`config.mk`:
```
export PLATFORM = sky130hd
export DESIGN_NAME = bcd_time_ascii_formatter_unit
export DESIGN_NICKNAME = d
export VERILOG_FILES = /design/src/hw/rtl/btaf_pkg.sv /design/src/hw/rtl/btaf_fmt.sv /design/src/hw/rtl/bcd_time_ascii_formatter_unit.sv
export SDC_FILE = /design/constraint.sdc
export NUM_CORES = 1
export LEC_CHECK = 0
export ABC_AREA = 1
export BUFFER_PORTS_ARGS = -buffer_cell sky130_fd_sc_hd__buf_2
export CAP_MARGIN = 20
export CORE_UTILIZATION = 65
export CTS_CLUSTER_DIAMETER = 100
export CTS_CLUSTER_SIZE = 24
export DETAILED_ROUTE_END_ITERATION = 10
export PLACE_DENSITY = 0.9
export SYNTH_ARGS = -nofsm -noshare
export SYNTH_HDL_FRONTEND = slang
export SYNTH_SLANG_ARGS = --single-unit
```
`constraint.sdc`:
```
create_clock -name clk -period 16.4 [get_ports clk]
set_input_delay 0 -clock clk [delete_from_list [all_inputs] [get_ports clk]]
set_output_delay 0 -clock clk [all_outputs]
set_load 0.05 [all_outputs]
```
`src/hw/rtl/btaf_pkg.sv`:
```
// shared types, character codes and digit helpers for the bcd time ascii formatter
`timescale 1ns / 1ps
package btaf_pkg;

  localparam int MaxChars = 11;
  localparam int LenW     = $clog2(MaxChars + 1);

  typedef logic [6:0] char_t;
  typedef logic [1:0] fmt_t;
  typedef logic [7:0] bcd_t;
  typedef logic [LenW-1:0] len_t;
  typedef char_t [MaxChars-1:0] chars_t;

  typedef struct packed {
    len_t   len;
    chars_t chars;
  } str_t;

  localparam fmt_t FmtH24    = 2'd0;
  localparam fmt_t FmtH12    = 2'd1;
  localparam fmt_t FmtH24Sec = 2'd2;
  localparam fmt_t FmtH12Sec = 2'd3;

  localparam len_t LenH24    = LenW'(5);
  localparam len_t LenH12    = LenW'(8);
  localparam len_t LenH24Sec = LenW'(8);
  localparam len_t LenH12Sec = LenW'(11);

  localparam char_t CharZero  = 7'h30;
  localparam char_t CharColon = 7'h3A;
  localparam char_t CharSpace = 7'h20;
  localparam char_t CharA     = 7'h41;
  localparam char_t CharP     = 7'h50;
  localparam char_t CharM     = 7'h4D;

  // high nibble times ten plus low nibble, up to 165
  function automatic logic [7:0] bcd_decode(input bcd_t b);
    logic [7:0] hi;
    logic [7:0] lo;
    hi = {4'd0, b[7:4]};
    lo = {4'd0, b[3:0]};
    return 8'({hi, 3'b000} + {hi, 1'b0} + lo);
  endfunction

  // returns {(v/10)%10, v%10} for v below 200
  function automatic logic [7:0] two_digits(input logic [7:0] v);
    logic [15:0] prod;
    logic [4:0]  q;
    logic [7:0]  ones;
    logic [4:0]  tens;
    prod = {8'd0, v} * 16'd205;
    q    = prod[15:11];
    ones = 8'(v - 8'({3'd0, q} * 8'd10));
    tens = (q >= 5'd10) ? 5'(q - 5'd10) : q;
    return {tens[3:0], ones[3:0]};
  endfunction

  function automatic char_t digit_char(input logic [3:0] d);
    return 7'(CharZero + {3'd0, d});
  endfunction

endpackage

```
`src/hw/rtl/btaf_fmt.sv`:
```
// combinational builder of the character string for one clock reading
`timescale 1ns / 1ps
module btaf_fmt (
  input  btaf_pkg::fmt_t time_format,
  input  btaf_pkg::bcd_t hour_code,
  input  btaf_pkg::bcd_t minute_code,
  input  btaf_pkg::bcd_t second_code,
  output btaf_pkg::str_t str
);
  import btaf_pkg::*;

  logic [7:0] hours;
  logic [7:0] shown;
  logic [7:0] hdig;
  logic [7:0] mdig;
  logic [7:0] sdig;
  logic       pm;
  logic       twelve;
  char_t      ampm;

  always_comb begin
    hours  = bcd_decode(hour_code);
    twelve = time_format[0];
    shown  = hours;
    if (twelve) begin
      if (hours == 8'd0) begin
        shown = 8'd12;
      end else if (hours > 8'd12) begin
        shown = 8'(hours - 8'd12);
      end
    end
    pm   = (hours >= 8'd12);
    ampm = pm ? CharP : CharA;
    hdig = two_digits(shown);
    mdig = two_digits(bcd_decode(minute_code));
    sdig = two_digits(bcd_decode(second_code));
  end

  always_comb begin
    for (int i = 0; i < MaxChars; i++) begin
      str.chars[i] = CharSpace;
    end
    str.chars[0] = digit_char(hdig[7:4]);
    str.chars[1] = digit_char(hdig[3:0]);
    str.chars[2] = CharColon;
    str.chars[3] = digit_char(mdig[7:4]);
    str.chars[4] = digit_char(mdig[3:0]);
    case (time_format)
      FmtH24: begin
        str.len = LenH24;
      end
      FmtH12: begin
        str.len      = LenH12;
        str.chars[5] = CharSpace;
        str.chars[6] = ampm;
        str.chars[7] = CharM;
      end
      FmtH24Sec: begin
        str.len      = LenH24Sec;
        str.chars[5] = CharColon;
        str.chars[6] = digit_char(sdig[7:4]);
        str.chars[7] = digit_char(sdig[3:0]);
      end
      FmtH12Sec: begin
        str.len       = LenH12Sec;
        str.chars[5]  = CharColon;
        str.chars[6]  = digit_char(sdig[7:4]);
        str.chars[7]  = digit_char(sdig[3:0]);
        str.chars[8]  = CharSpace;
        str.chars[9]  = ampm;
        str.chars[10] = CharM;
      end
      default: begin
        str.len = LenH24;
      end
    endcase
  end

endmodule

```
`src/hw/rtl/bcd_time_ascii_formatter_unit.sv`:
```
// top level of the bcd time to ascii formatter
`timescale 1ns / 1ps
// usage:
//   input channel (in_valid / in_stall) takes one clock reading as three raw
//   bcd bytes. cfg_valid with cfg_time_format selects the format: 24h, 12h with
//   am/pm, and each with or without seconds; cfg_ready is always high. The user
//   must change the format only while no item is in flight (not enforced).
//   output channel (out_valid / out_stall) carries one ascii character per
//   item, out_last_char marks the end of the string.
// path: an accepted item sits in the input register until the output shift
//   register is free, its string is then loaded there, and the first
//   character is shown right after that load.
// throughput: one character per cycle while out_stall is low; a reading gives
//   5, 8 or 11 characters (format dependent). The next reading waits in the
//   input register and its string loads on the edge that takes the last
//   character of the previous one, with no gap.
// reset: synchronous, active low; clears both stages and the format to 24h.
// stall: out_stall holds the current character; the input register then fills
//   and in_stall rises until the string moves on.
module bcd_time_ascii_formatter_unit (
  input  logic                clk,
  input  logic                rst_n,
  input  logic                cfg_valid,
  output logic                cfg_ready,
  input  btaf_pkg::fmt_t      cfg_time_format,
  input  logic                in_valid,
  output logic                in_stall,
  input  btaf_pkg::bcd_t      in_hour_code,
  input  btaf_pkg::bcd_t      in_minute_code,
  input  btaf_pkg::bcd_t      in_second_code,
  output logic                out_valid,
  input  logic                out_stall,
  output btaf_pkg::char_t     out_character,
  output logic                out_last_char
);
  import btaf_pkg::*;

  fmt_t   fmt_r;
  logic   s1_valid_r;
  logic   s1_valid_nxt;
  bcd_t   s1_hours_r;
  bcd_t   s1_minutes_r;
  bcd_t   s1_seconds_r;
  chars_t chars_r;
  chars_t chars_nxt;
  len_t   cnt_r;
  len_t   cnt_nxt;
  str_t   fmt_str;
  logic   in_take;
  logic   out_take;
  logic   load;

  assign cfg_ready     = 1'b1;
  assign out_valid     = (cnt_r != '0);
  assign out_character = chars_r[0];
  assign out_last_char = (cnt_r == LenW'(1));
  assign out_take      = out_valid && !out_stall;
  assign load          = s1_valid_r && (!out_valid || (out_take && out_last_char));
  assign in_stall      = s1_valid_r && !load;
  assign in_take       = in_valid && !in_stall;

  btaf_fmt u_fmt (
    .time_format (fmt_r),
    .hour_code   (s1_hours_r),
    .minute_code (s1_minutes_r),
    .second_code (s1_seconds_r),
    .str         (fmt_str)
  );

  always_comb begin
    s1_valid_nxt = s1_valid_r;
    if (in_take) begin
      s1_valid_nxt = 1'b1;
    end else if (load) begin
      s1_valid_nxt = 1'b0;
    end
    chars_nxt = chars_r;
    cnt_nxt   = cnt_r;
    if (load) begin
      chars_nxt = fmt_str.chars;
      cnt_nxt   = fmt_str.len;
    end else if (out_take) begin
      for (int i = 0; i < MaxChars - 1; i++) begin
        chars_nxt[i] = chars_r[i+1];
      end
      chars_nxt[MaxChars-1] = CharSpace;
      cnt_nxt = LenW'(cnt_r - LenW'(1));
    end
  end

  always_ff @(posedge clk) begin
    if (!rst_n) begin
      fmt_r      <= FmtH24;
      s1_valid_r <= 1'b0;
      cnt_r      <= '0;
    end else begin
      if (cfg_valid && cfg_ready) begin
        fmt_r <= cfg_time_format;
      end
      s1_valid_r <= s1_valid_nxt;
      cnt_r      <= cnt_nxt;
    end
  end

  always_ff @(posedge clk) begin
    if (in_take) begin
      s1_hours_r   <= in_hour_code;
      s1_minutes_r <= in_minute_code;
      s1_seconds_r <= in_second_code;
    end
    chars_r <= chars_nxt;
  end

`ifndef ASSERT_OFF
  a_load_only_at_end: assert property (@(posedge clk) disable iff (!rst_n)
    (load && out_valid) |-> (out_take && out_last_char))
    else $error("string reloaded before its last item was taken");

  a_load_shows: assert property (@(posedge clk) disable iff (!rst_n)
    load |=> out_valid)
    else $error("loaded string not shown");

  a_len_legal: assert property (@(posedge clk) disable iff (!rst_n)
    s1_valid_r |-> (fmt_str.len == LenH24 || fmt_str.len == LenH12 ||
                    fmt_str.len == LenH12Sec))
    else $error("string length out of range");

  a_cnt_bound: assert property (@(posedge clk) disable iff (!rst_n)
    cnt_r <= LenW'(MaxChars))
    else $error("character count above maximum");

  a_hold_on_stall: assert property (@(posedge clk) disable iff (!rst_n)
    (out_valid && out_stall) |=> (out_valid && $stable(cnt_r)))
    else $error("count moved while output stalled");
`endif

endmodule

```
Word-level counts from Yosys, hierarchy flattened:

Cells that the tools add are included.

* $add $sub $neg: 20
* multipliers: 6
* $lt $le $gt $ge: 5
* eq/ne operators: 4
* muxes and demuxes: 16
* reduce and logical (&&, ||, !) cells: 17

Operators by type and width (count)
* 77-bit 2-to-1 mux: 2
* 8-bit by 8-bit multiplier with 16-bit output, second input constant: 3
* 6-bit by 4-bit adder with 7-bit output, first input constant: 6
* 21-bit one-hot mux with 2 select lines: 1
* 7-bit by 5-bit adder with 8-bit output: 3
* 8-bit by 4-bit adder with 8-bit output: 3
* 8-bit 2-to-1 mux: 3
* 21-bit 2-to-1 mux: 1
* 4-bit 2-to-1 mux: 5
* 5-bit by 4-bit >= comparator with 1-bit output, second input constant: 3
* 5-bit by 3-bit multiplier with 3-bit output, second input constant: 3
* 4-bit one-hot mux with 3 select lines: 1
* 4-bit subtractor: 3
* 4-bit subtractor, second input constant: 3
* 8-bit by 4-bit >= comparator with 1-bit output, second input constant: 1
* 8-bit by 4-bit greater-than comparator with 1-bit output, second input constant: 1
* 8-bit logical NOT: 1
* 8-bit by 4-bit subtractor with 8-bit output, second input constant: 1
* 1-bit logical AND: 5
* 5-bit 2-to-1 mux: 1
* 2-bit equality test, second input constant: 2
* 4-bit by 1-bit equality test with 1-bit output, second input constant: 1
* 1-bit logical NOT: 4
* 2-bit nonzero test: 2
* other kinds (7): 9

* register bits: 108
* input port bits: 31
* word-level logic and storage cells: 85

Depth between registers and ports, before layout:

* depth in word-level cells: 11
* depth in mapped cells: 40

Modules after synthesis:

Synthesis repeated with hierarchy kept, for this count alone.

* cells, all modules: 1116
* area, all modules: 9816.9 sq um

Modules (own cells, without submodules)
* btaf_fmt: instances 1, cells each 701, area each 5355.1 sq um, seq. area each 0.0 sq um
* bcd_time_ascii_formatter_unit: instances 1, cells each 415, area each 4461.8 sq um, seq. area each 3173.0 sq um

Worst setup path before layout:

OpenSTA, ideal clock, no wires.

* path kind: reg2reg
* from: reg s1_hours_r[4]
* to: reg chars_r, in the netlist out_character[1] (data pin)
* library setup time: 0.252 ns
* data arrival time: 6.031 ns
* path slack: 10.117 ns
* cell stages (with the launch flop): 31
* path buffers: 0
* cells stage by stage: edfxtp_1 -> inv_1 -> fa_1 -> fa_1 -> xnor2_1 -> nor2_2 -> nand2_1 -> clkinv_1 -> nor3_1 -> nand2_1 -> xor2_1 -> ha_1 -> fa_1 -> fa_1 -> inv_1 -> fa_1 -> inv_1 -> ha_1 -> nand3_1 -> nand2_1 -> a21oi_1 -> nor2_1 -> a2111oi_0 -> nand2_2 -> xor2_2 -> nor2_1 -> nand2_1 -> nand3_1 -> nand2_1 -> nand2_1 -> nand2_1

RTL lines
* start: declaration: RTL line bcd_time_ascii_formatter_unit.sv:41 `bcd_t s1_hours_r;`
* start signal: assignment: RTL line bcd_time_ascii_formatter_unit.sv:107 `s1_hours_r <= in_hour_code;`
* end signal: assignment: RTL line bcd_time_ascii_formatter_unit.sv:111 `chars_r <= chars_nxt;`
* end: declaration: RTL line bcd_time_ascii_formatter_unit.sv:44 `chars_t chars_r;`

==> flow_metrics.tcl <==
set metrics [dict create \
    vias 6243 \
    wl_per_cell_um 15.20 \
    fmax_ghz 0.1450 \
    finalSetupViolCount 0 \
    cp.required_ns 16.51 \
    cts_resized 0 \
    finClkSkew_ns 0.007341 \
    ys.warnings.count 0 \
    max_stage_delay_ns 0.55 \
    nFillCells 824 \
    area_growth_pct 10.46 \
    relSlewSlack_pct 29.00 \
    synth-seq-cells 99 \
    timing.final.crit_share_pct 42.05 \
    num_rows 41 \
    cpMaxStageDelayCell "fa_1" \
    wirelength_um 17350 \
    die_x_um 117.1 \
    gp_congestion 0.9365 \
    multiInputGateArea_sq_um 5014 \
    clk_pin_slew_ns 0.07 \
    fin_tns_setup_ns 0 \
    syn_nets 1138 \
    synth_top_flop_cell "edfxtp_1" \
    yosys.area_share.simple_pct 13.87 \
    cts_buffers 9 \
    syn_inst 901 \
    grtUsageTotal_pct 27.98 \
    grt_pass1_vias 6548 \
    grt_pass1_wl_um 29150 \
    core_sq_um 12770 \
    dieArea_sq_um 13710 \
    synthArstFlopShare_pct 0 \
    utilization_pct 74.47 \
    cp.arrival_ns 7.01 \
    ioPinCount 42 \
    synthAdderAreaFrac_pct 33.42 \
    portBuffers 40 \
    r2r_slack_ns 9.50 \
    regArea_sq_um 2833 \
    worst_pin_slew_ns 1.064 \
    worstSetupEndpointType "register" \
    avgSynthCellArea_sq_um 9.558 \
    min_period_ns 6.897 \
    initial_utilization_pct 67.42 \
    cts-root-buf "clkbuf_16" \
    cts_tree "done" \
    via_per_inst 5.472 \
    grt_setup_unrepaired "false" \
    htreeDepth 3 \
    drt_iter0_markers 457 \
    crit_top_cell "nand2_1" \
    drv_slew 0 \
    insertion_delay_ns 0.36 \
    drt_pass1_iterations 5 \
    drv_cap 0 \
    drive_gt1_share_pct 9.598 \
    synth.area.mux_share_pct 0 \
    synth_edf_count 85 \
    synth_cell_type_count 49 \
    netlist_area_sq_um 8612 \
    ant_nets 0 \
    yosysSeqAreaShare_pct 32.89 \
    route.detailed.drc 0 \
    fp.dieH_um 117.1 \
    antenna_cells 0 \
    synth-compound-area-share_pct 6.988 \
    finalHoldViolCount 0 \
    hp-class "input port to register" \
    status "finished clean" \
    synth_top_family_by_area "adder cells" \
    grt-ovfl-total 0 \
    cts_max_path_buffers 2 \
    grt_max_degree 44 \
    crit_type "register to register" \
    synthXorXnorAreaFrac_pct 3.836 \
    hpwl_um 12730 \
    critPathLaunchType "register" \
    fin_nets 1201 \
    cp_max_fo 5 \
    antenna_found_initial 0 \
    numClockSinks 99 \
]
[what timing repair did]
item	4_1_cts	5_1_grt
hold buffers	29	0
setup endpoints to repair	0	0
buffers inserted	0	0
hold endpoints to repair	31	0
[routing by layer]
layer	wire length, um	up-vias	global-route usage [%]
li1	-	3093	-
met1	7089	2959	32.68
met2	9115	151	50.85
met3	624	40	4.737
met4	515	0	11.81
met5	0	-	0
[cells in the mapped netlist, types with 4 or more instances]
| library cell | n | area share (%) |
|---|---|---|
| fa_1 | 40 | 9.3 |
| nand3_1 | 31 | 1.8 |
| xnor2_1 | 12 | 1.2 |
| o21ai_0 | 34 | 2.0 |
| nand2_1 | 141 | 6.1 |
| nand2_2 | 11 | 0.80 |
| edfxtp_1 | 85 | 30 |
| nor3_1 | 6 | 0.35 |
| or2_2 | 6 | 0.44 |
| inv_1 | 168 | 7.3 |
| ha_1 | 166 | 24 |
| nor2_1 | 44 | 1.9 |
| buf_4 | 8 | 0.70 |
| nor4_1 | 5 | 0.36 |
| clkbuf_1 | 10 | 0.44 |
| dfxtp_1 | 14 | 3.3 |
| xor2_1 | 22 | 2.2 |
| a21oi_1 | 37 | 2.2 |
| o21ai_1 | 6 | 0.35 |
| nand3_2 | 4 | 0.46 |
[placed cells by master, fill, tap and decap left out, drive strengths merged]
cell type	count
nor2	47
clkinv	6
o2111ai	2
dlygate4sd3	29
nor4	5
dfxtp	14
xor2	24
conb	1
o221ai	2
a22oi	3
a31oi	1
nor3b	1
o211ai	3
a32oi	1
a21o	3
a21oi	37
xnor2	12
o21ai	40
clkbuf	9
nand4	3
buf	43
a32o	2
fa	40
o311ai	1
nor3	6
a2111oi	1
inv	173
ha	166
a22o	3
nand3b	3
o21a	1
edfxtp	85
nand3	37
nand2	153
o22ai	3
o22a	1
or2	8
[stage by stage]
stage / hold WS, ns / area (sq um) / setup slack, ns / instances
detailed placement: 0.1781 / 8930 / 9.560 / 1096
CTS: 0.1780 / 9513 / 9.550 / 1141
finish: 0.1916 / 9513 / 9.503 / 1141
global placement: 0.1760 / 8930 / 9.810 / 1096
global route: 0.2043 / 9513 / 8.869 / 1141
floorplan: 0.09763 / 8612 / 10.12 / 901
[registers in the layout, summed over array words and instances, names as in the netlist]
name and count:
chars_r 61, s1_hours_r 8, s1_minutes_r 8, s1_seconds_r 8
out_character 7, cnt_r 4, fmt_r 2, s1_valid_r 1
[final timing paths]
| path | start | endpoint | cells past startpoint |
|---|---|---|---|
| setup / recovery | s1_hours_r[6] | chars_r[10] | 33 |
| hold reg to reg | chars_r[15] | chars_r[15] | 2 |
| hold / removal | out_stall | chars_r[33] | 4 |
| setup reg to reg | s1_hours_r[6] | chars_r[10] | 33 |
[worst max-delay path, delay by kind of cell (launching register included)]
family                   cells  cell delay (ns)
AO/OA/AOI/OAI                4             0.53
XOR/XNOR                     2             0.72
AND/OR/NAND/NOR             14             1.33
flip-flops                   1             0.41
buffers and inverters        6             0.53
adder cells (fa/ha/maj)      7             3.16
[final cells by class]
| class | count | area share (%) |
|---|---|---|
| clock buffer | 9 | 2.367 |
| multi-input combinational | 610 | 52.70 |
| sequential | 99 | 29.78 |
| inverter | 172 | 6.787 |
| timing repair buffer | 72 | 5.393 |
| clock inverter | 7 | 0.7102 |
| tap | 172 | 2.262 |
[cells by family after synthesis]
kind of cell,Yosys count
other cells,1
simple gates,263
fa+ha+maj,206
xor+xnor,36
buf+inv,192
flops,99
compound gates,104
Power is not shown: default switching activity piles up to over one toggle a cycle in this logic, so the estimate is an artifact.
